File: src/design/sbi_pkg.sv
// shared command codes for the breakpoint interpolator
`timescale 1ns / 1ps
package sbi_pkg;
    localparam logic [2:0] CMD_INSERT = 3'd0;
    localparam logic [2:0] CMD_REMOVE = 3'd1;
    localparam logic [2:0] CMD_MOVE   = 3'd2;
    localparam logic [2:0] CMD_EVAL   = 3'd3;
    localparam logic [2:0] CMD_CLEAR  = 3'd4;
endpackage

File: src/design/sbi_div.sv
// iterative restoring divider, one quotient bit per cycle
`timescale 1ns / 1ps
module sbi_div (
    input  logic        i_clk,
    input  logic        i_rst_n,
    input  logic        i_start,
    input  logic [33:0] i_num,
    input  logic [15:0] i_den,
    output logic        o_done,
    output logic [15:0] o_quo
);
    import sbi_pkg::*;
    logic [33:0] r_num;
    logic [16:0] r_rem;
    logic [15:0] r_den;
    logic [5:0]  r_cnt;
    logic        r_busy;
    logic        r_done;
    logic [17:0] w_trial;
    logic [16:0] w_sh;
    assign w_sh    = {r_rem[15:0], r_num[33]};
    assign w_trial = {1'b0, w_sh} - {2'b00, r_den};
    always_ff @(posedge i_clk) begin
        if (!i_rst_n) begin
            r_busy <= 1'b0;
            r_done <= 1'b0;
        end else begin
            r_done <= !i_start && r_busy && (r_cnt == 6'd1);
            if (i_start) begin
                r_busy <= 1'b1;
                r_num  <= i_num;
                r_den  <= i_den;
                r_rem  <= '0;
                r_cnt  <= 6'd34;
            end else if (r_busy) begin
                r_num <= {r_num[32:0], ~w_trial[17]};
                r_rem <= w_trial[17] ? w_sh : w_trial[16:0];
                r_cnt <= r_cnt - 6'd1;
                if (r_cnt == 6'd1) begin
                    r_busy <= 1'b0;
                end
            end
        end
    end
    assign o_done = r_done;
    // quotient always fits 16 bits since it lies between the two y values
    assign o_quo = r_num[15:0];
endmodule

File: src/design/sorted_breakpoint_interpolator_top.sv
// top level: command sequencer around the breakpoint memory
`timescale 1ns / 1ps
// Breakpoint table of up to MAX_POINTS (x,y) Q0.16 points kept sorted by x in one
// synchronous memory with a registered read. One command is handled at a time.
// Clear, unknown commands and faults go straight to the output state; insert scans
// for its slot and shifts the table up, remove shifts it down, each moved entry read
// and then written; a move does a remove and then an insert. Evaluate reads the
// first and last points, walks until the segment is found and runs a bit-serial
// divider over a 34-bit numerator. The result waits in an output register until
// taken, and the next command may start meanwhile.
module sorted_breakpoint_interpolator_top #(
    parameter int MAX_POINTS = 32
) (
    input  logic        i_clk,
    input  logic        i_rst_n,
    input  logic        s_axis_tvalid,
    output logic        s_axis_tready,
    input  logic [39:0] s_axis_tdata,  // command[2:0], index[7:3], pos_x[23:8], pos_y[39:24]
    output logic        m_axis_tvalid,
    input  logic        m_axis_tready,
    output logic [31:0] m_axis_tdata   // slot[5:0], value[21:6], point_total[27:22], fault[28]
);
    import sbi_pkg::*;
    localparam int AW = $clog2(MAX_POINTS);
    localparam int CW = $clog2(MAX_POINTS + 1);
    localparam int IW = (CW > 5) ? CW : 5;
    localparam logic [3:0] S_IDLE = 4'd0, S_FIND = 4'd1, S_SHUP = 4'd2, S_SHDN = 4'd3,
                           S_EVAL = 4'd4, S_DIV = 4'd5, S_OUT = 4'd6, S_WAIT = 4'd7,
                           S_ELST = 4'd8;

    logic [31:0]   r_mem [MAX_POINTS];
    logic [31:0]   r_rd;
    logic [AW-1:0] r_raddr, n_raddr;
    logic          r_we, n_we;
    logic [AW-1:0] r_waddr, n_waddr;
    logic [31:0]   r_wdata, n_wdata;
    always_ff @(posedge i_clk) begin
        if (r_we) r_mem[r_waddr] <= r_wdata;
        r_rd <= r_mem[r_raddr];
    end

    logic [3:0]    r_st, n_st;
    logic [2:0]    r_cmd, n_cmd;
    logic [15:0]   r_px, n_px, r_py, n_py;
    logic [CW-1:0] r_cnt, n_cnt, r_i, n_i, r_slot, n_slot;
    logic [31:0]   r_prev, n_prev;
    logic          r_first, n_first, r_rv, n_rv;
    logic          r_fault, n_fault;
    logic [15:0]   r_val, n_val;
    logic [5:0]    r_oslot, n_oslot, r_otot, n_otot;
    logic          r_ofault, n_ofault;
    logic [15:0]   r_oval, n_oval;
    logic          r_ov, n_ov;
    logic          r_dstart, n_dstart;
    logic [33:0]   r_dnum, n_dnum;
    logic [15:0]   r_dden, n_dden;
    logic          w_ddone;
    logic [15:0]   w_dq;
    logic [IW-1:0] w_idx;
    logic [15:0]   w_dx1, w_dx0;
    logic [31:0]   w_m0, w_m1;
    assign w_idx = IW'(s_axis_tdata[7:3]);
    assign w_dx1 = r_rd[15:0] - r_px;
    assign w_dx0 = r_px - r_prev[15:0];
    assign w_m0  = r_prev[31:16] * w_dx1;
    assign w_m1  = r_rd[31:16] * w_dx0;

    sbi_div u_div (.i_clk(i_clk), .i_rst_n(i_rst_n), .i_start(r_dstart), .i_num(r_dnum),
                   .i_den(r_dden), .o_done(w_ddone), .o_quo(w_dq));

    assign s_axis_tready = (r_st == S_IDLE);
    assign m_axis_tvalid = r_ov;
    assign m_axis_tdata  = {3'b0, r_ofault, r_otot, r_oval, r_oslot};

    always_comb begin
        n_st = r_st; n_cmd = r_cmd; n_px = r_px; n_py = r_py; n_cnt = r_cnt;
        n_i = r_i; n_slot = r_slot; n_prev = r_prev; n_first = r_first; n_rv = r_rv;
        n_fault = r_fault; n_val = r_val; n_raddr = r_raddr; n_we = 1'b0;
        n_waddr = r_waddr; n_wdata = r_wdata; n_dstart = 1'b0; n_dnum = r_dnum;
        n_dden = r_dden; n_ov = r_ov && !m_axis_tready; n_oslot = r_oslot;
        n_oval = r_oval; n_otot = r_otot; n_ofault = r_ofault;
        unique case (r_st)
            S_IDLE: begin
                if (s_axis_tvalid && s_axis_tready) begin
                    n_cmd = s_axis_tdata[2:0]; n_px = s_axis_tdata[23:8];
                    n_py = s_axis_tdata[39:24];
                    n_fault = 1'b0; n_slot = '0; n_val = '0;
                    n_i = '0; n_raddr = '0; n_first = 1'b1; n_rv = 1'b0;
                    unique case (s_axis_tdata[2:0])
                        CMD_INSERT: begin
                            if (r_cnt >= CW'(MAX_POINTS)) begin
                                n_fault = 1'b1; n_st = S_OUT;
                            end else n_st = S_FIND;
                        end
                        CMD_REMOVE, CMD_MOVE: begin
                            if (w_idx >= IW'(r_cnt)) begin
                                n_fault = 1'b1; n_st = S_OUT;
                            end else begin
                                n_i = CW'(w_idx); n_raddr = AW'(w_idx + 1'b1);
                                n_st = S_SHDN;
                            end
                        end
                        CMD_EVAL: begin
                            if (r_cnt == '0) begin
                                n_val = 16'd32768; n_st = S_OUT;
                            end else n_st = S_EVAL;
                        end
                        CMD_CLEAR: begin n_cnt = '0; n_st = S_OUT; end
                        default: n_st = S_OUT;
                    endcase
                end
            end
            // scan for first x not below pos_x, one read per cycle
            S_FIND: begin
                if (r_rv && r_rd[15:0] >= r_px) begin
                    n_slot = r_i - 1'b1; n_i = r_cnt;
                    n_raddr = AW'(r_cnt - 1'b1); n_rv = 1'b0; n_st = S_SHUP;
                end else if (r_i == r_cnt) begin
                    n_slot = r_cnt; n_i = r_cnt;
                    n_raddr = AW'(r_cnt - 1'b1); n_rv = 1'b0; n_st = S_SHUP;
                end else begin
                    n_rv = 1'b1; n_i = r_i + 1'b1; n_raddr = AW'(r_i + 1'b1);
                end
            end
            // shift entries up from the end down to slot, then write the point
            S_SHUP: begin
                if (r_i == r_slot) begin
                    n_we = 1'b1; n_waddr = AW'(r_slot); n_wdata = {r_py, r_px};
                    n_cnt = r_cnt + 1'b1; n_st = S_WAIT;
                    if (r_cmd == CMD_MOVE) n_slot = '0;
                end else if (!r_rv) begin
                    n_rv = 1'b1;
                end else begin
                    n_we = 1'b1; n_waddr = AW'(r_i); n_wdata = r_rd;
                    n_i = r_i - 1'b1; n_raddr = AW'(r_i - 2'd2); n_rv = 1'b0;
                end
            end
            // close the gap left by a removed entry
            S_SHDN: begin
                if (r_i + 1'b1 >= r_cnt) begin
                    n_cnt = r_cnt - 1'b1; n_rv = 1'b0;
                    if (r_cmd == CMD_MOVE) begin
                        n_i = '0; n_raddr = '0; n_st = S_WAIT;
                        n_first = 1'b0;
                    end else n_st = S_OUT;
                end else if (!r_rv) begin
                    n_rv = 1'b1;
                end else begin
                    n_we = 1'b1; n_waddr = AW'(r_i); n_wdata = r_rd;
                    n_i = r_i + 1'b1; n_raddr = AW'(r_i + 2'd2); n_rv = 1'b0;
                end
            end
            // wait state so the last write lands before a move's scan, else go to output
            S_WAIT: begin
                n_i = '0; n_raddr = '0; n_rv = 1'b0;
                if (!r_first) begin n_first = 1'b1; n_st = S_FIND; end
                else n_st = S_OUT;
            end
            S_EVAL: begin
                if (!r_rv) begin
                    n_rv = 1'b1; n_i = r_i + 1'b1; n_raddr = AW'(r_i + 1'b1);
                end else if (r_first) begin
                    if (r_px <= r_rd[15:0] || r_cnt == CW'(1)) begin
                        n_val = r_rd[31:16]; n_st = S_OUT;
                    end else begin
                        // check the last point before walking the segments
                        n_prev = r_rd; n_first = 1'b0; n_rv = 1'b0;
                        n_raddr = AW'(r_cnt - 1'b1); n_st = S_ELST;
                    end
                end else if (r_px <= r_rd[15:0]) begin
                    n_dnum = 34'(w_m0) + 34'(w_m1);
                    n_dden = r_rd[15:0] - r_prev[15:0];
                    n_val = r_prev[31:16];
                    if (r_rd[15:0] == r_prev[15:0]) n_st = S_OUT;
                    else begin n_dstart = 1'b1; n_st = S_DIV; end
                end else if (r_i == r_cnt) begin
                    n_val = r_rd[31:16]; n_st = S_OUT;
                end else begin
                    n_prev = r_rd;
                    n_i = r_i + 1'b1; n_raddr = AW'(r_i + 1'b1);
                end
            end
            S_ELST: begin
                if (!r_rv) begin
                    n_rv = 1'b1;
                end else if (r_px >= r_rd[15:0]) begin
                    n_val = r_rd[31:16]; n_st = S_OUT;
                end else begin
                    n_rv = 1'b0; n_raddr = AW'(r_i); n_st = S_EVAL;
                end
            end
            S_DIV: begin
                if (w_ddone) begin n_val = w_dq; n_st = S_OUT; end
            end
            S_OUT: begin
                if (!r_ov || m_axis_tready) begin
                    n_ov = 1'b1; n_oslot = 6'(r_slot); n_oval = r_val;
                    n_otot = 6'(r_cnt); n_ofault = r_fault; n_st = S_IDLE;
                end
            end
            default: n_st = S_IDLE;
        endcase
    end

    always_ff @(posedge i_clk) begin
        if (!i_rst_n) begin
            r_st <= S_IDLE; r_cnt <= '0; r_ov <= 1'b0; r_we <= 1'b0; r_dstart <= 1'b0;
        end else begin
            r_st <= n_st; r_cnt <= n_cnt; r_ov <= n_ov; r_we <= n_we; r_dstart <= n_dstart;
        end
    end

    always_ff @(posedge i_clk) begin
        r_cmd <= n_cmd; r_px <= n_px; r_py <= n_py; r_i <= n_i; r_slot <= n_slot;
        r_prev <= n_prev; r_first <= n_first; r_rv <= n_rv; r_fault <= n_fault;
        r_val <= n_val; r_raddr <= n_raddr; r_waddr <= n_waddr; r_wdata <= n_wdata;
        r_dnum <= n_dnum; r_dden <= n_dden; r_oslot <= n_oslot; r_oval <= n_oval;
        r_otot <= n_otot; r_ofault <= n_ofault;
    end
endmodule
File: config.mk
export PLATFORM = sky130hd
export DESIGN_NAME = sorted_breakpoint_interpolator_top
export DESIGN_NICKNAME = d
export VERILOG_FILES = /design/src/design/sbi_pkg.sv /design/src/design/sbi_div.sv /design/src/design/sorted_breakpoint_interpolator_top.sv
export SDC_FILE = /design/constraint.sdc
export NUM_CORES = 2
export LEC_CHECK = 0
export ABC_AREA = 1
export BUFFER_PORTS_ARGS = -buffer_cell sky130_fd_sc_hd__buf_4
export CORE_MARGIN = 2
export CORE_UTILIZATION = 35
export DETAILED_ROUTE_END_ITERATION = 6
export PLACE_DENSITY_LB_ADDON = 0.15
export SETUP_SLACK_MARGIN = 0.05
export SYNTH_ARGS = -nofsm -noshare
export SYNTH_HDL_FRONTEND = slang
export SYNTH_SLANG_ARGS = --single-unit
File: constraint.sdc
create_clock -name i_clk -period 12.6 [get_ports i_clk]
set_input_delay 1.26 -clock i_clk [delete_from_list [all_inputs] [get_ports i_clk]]
set_output_delay 1.26 -clock i_clk [all_outputs]
set_load 0.005 [all_outputs]
==> flow_summary.ini <==
[route]
routed_via_density = 5.35
post_drt_wl_per_cell_um = 26.1
totalWireLength_mm = 247
drt_iter0_markers = 4735
drcViolationCount = 0
ant_nets = 0
num_vias = 50700
first_pass_iters = 5

[grt]
grt_pass1_vias = 50500
grt_use_total_pct = 22.7
grt_max_degree = 150
grt_pass1_wl_mm = 358
antenna_found_initial = 6
grt-ovfl-total = 0

[sta]
maxSlewHeadroom_pct = 4.87
rsz0062_at_grt = false
max_freq_mhz = 110
fin_tns_setup_ns = 0
fin_hold_ws_ns = 0.416
layout_worst_path_cycle_share_pct = 72.4
worst_pin_slew_ns = 1.43
final_hold_viol_count = 0
setup_viol = 0
finalMaxSlewViolations = 0
layout_min_cycle_time_ns = 9.12
finClkSkew_ns = 0.0576

[critical_path]
cpMostUsedCell = fa_1
crit_path_top_delay_cell = xor2_1
path_max_fanout = 10
cp.required_ns = 13.15
critPathMaxStageDelay_ns = 0.91
arrival_ns = 9.67
setup.worst_path.class = reg2reg
critical_path.startpoint_type = flop
end_kind = flop

[logic_synthesis]
ys_warn_count = 0
yosys.area.top_type = edfxtp_1
synth_top_cell_area_share_pct = 53.5
synth_area_leaders = edfxtp_1 53%, fa_1 12%, nor2_1 5.2%
synth-edff-count = 1314
synth_ff_type = edfxtp_1
yosysSeqAreaShare_pct = 54.7
ys_async_sr_fraction_pct = 0
yosysMostFrequentCell = edfxtp_1
ys_types = 57
syn_avg_cell_area_um2 = 11.2
synthTopCellsByCount = 1314 x edfxtp_1, 1031 x nor2_1, 764 x inv_1
netlist_instances = 6563
syn_area_um2 = 73800
synth-seq-cells = 1361

[clock_network]
cts_setup_buffers = 0
clk_latency_ns = 0.83
path_clk_slew_ns = 0.07
root_buffer = clkbuf_16
cts_buffer_depth = 3
clock_sinks = 1361
cts_buffers = 153
cts_tree = done
post_cts_resized = 0
ctsHoldBuffers = 0
h-tree-depth = 4

[hold_path]
min_path_type = reg2reg

[floorplan]
die_w_um = 463
num_rows = 168
coreArea_um2 = 210000
dieArea_um2 = 215000
start_util_pct = 35.2
io_pins = 78
die_h_um = 463

[place]
place_congestion = 0.895
port-buffer-count = 74
hpwl_mm = 150

[run]
cap_viol_max_count = 0

[run_status]
status = complete, no violations

[layout]
multiInputGateArea_um2 = 29300
drive_gt1_share_pct = 7.20
seq_area_um2 = 40400
nets = 7335
nFillCells = 20300
synthToLayoutAreaGrowth_pct = 11.8
## logic make-up after synthesis
logic type	share of synthesized area [%]
other	0.00508
DFF	54.7
buffers and inverters	5.92
AOI/OAI and AO/OA	10.2
and+or+nand+nor	11.0
adders and majority gates	17.1
xor gates and xnor gates	1.01
## final cells by class
cell class / count / area share, %
Clock buffer: 206 / 4.96
Inverter: 791 / 3.62
Clock inverter: 72 / 1.00
Timing Repair Buffer: 168 / 1.59
Antenna cell: 2 / 0.00607
Multi-Input combinational cell: 4078 / 35.6
Tap cell: 2805 / 4.26
Sequential cell: 1361 / 49.0
## sequential cells by signal, indices dropped and copies added (netlist names), 32 cells and up
| name | flops |
|---|---|
| u_div.r_num | 34 |
| r_wdata | 32 |
| r_mem | 1024 |
| r_prev | 32 |
| r_rd | 32 |
| r_dnum | 33 |
## metrics by stage
stage | std cells | area, um^2 | utilization, % | worst slack, ns
after floorplan | 6565 | 73800 | - | 4.94
after detailed placement | 9203 | 77500 | 37.0 | 3.45
after global placement | 9203 | 77500 | 37.0 | 3.59
after CTS | 9481 | 82500 | 39.3 | 3.41
final | 9483 | 82500 | 39.3 | 3.48
after global routing | 9481 | 82500 | 39.3 | 2.97
## path summary, 6_finish.rpt
check	from	endpoint	slack (ns)	cells after the start
max reg2reg	r_rd[0]$_DFF_P_	r_dnum[24]$_DFFE_PP_	3.48	29
max	r_rd[0]$_DFF_P_	r_dnum[24]$_DFFE_PP_	3.48	29
min	r_val[3]$_DFFE_PP_	r_oval[3]$_DFFE_PP_	0.42	0
min reg2reg	r_val[3]$_DFFE_PP_	r_oval[3]$_DFFE_PP_	0.42	0
## cells in the final DEF (no fill, tap or decap), drive strengths merged, types with 3 or more instances in the layout
cell      count
clkinv       67
buf         168
fa          452
a21o          8
a211oi        5
a21oi       142
nand3       245
nand3b        4
o21ai       681
clkinvlp      3
nor3         22
conb          3
inv         783
nor2       1040
a31oi        65
nand4        26
o21a          5
o221ai      212
a32oi        28
dfxtp        47
o21bai        8
o22ai        67
ha          286
bufinv       10
o31ai         4
edfxtp     1314
clkbuf      206
or2          20
xor2         51
nand2       637
xnor2        32
nor4          3
o211ai       17
a21boi        5
## metal layers
layer  vias to the layer above  track usage, %  wire length, um
met4                         0            6.25             6660
met2                      1744            37.6           118000
met1                     26000            31.1           108000
met3                       353            3.21            14900
met5                         -               0                0
li1                      22600               -                -
## worst max-delay path: cells and delay by family, from the launching register on
family	cells	cell delay (ns)
flip-flops	1	0.32
adder cells (fa/ha/maj)	11	4.96
AO/OA/AOI/OAI	3	0.90
AND/OR/NAND/NOR	9	1.10
XOR/XNOR	1	0.91
buffers and inverters	5	0.67
Power is left out: the tool's default activity adds up to more than one toggle a clock period on the data nets, which glitch-free logic cannot reach.
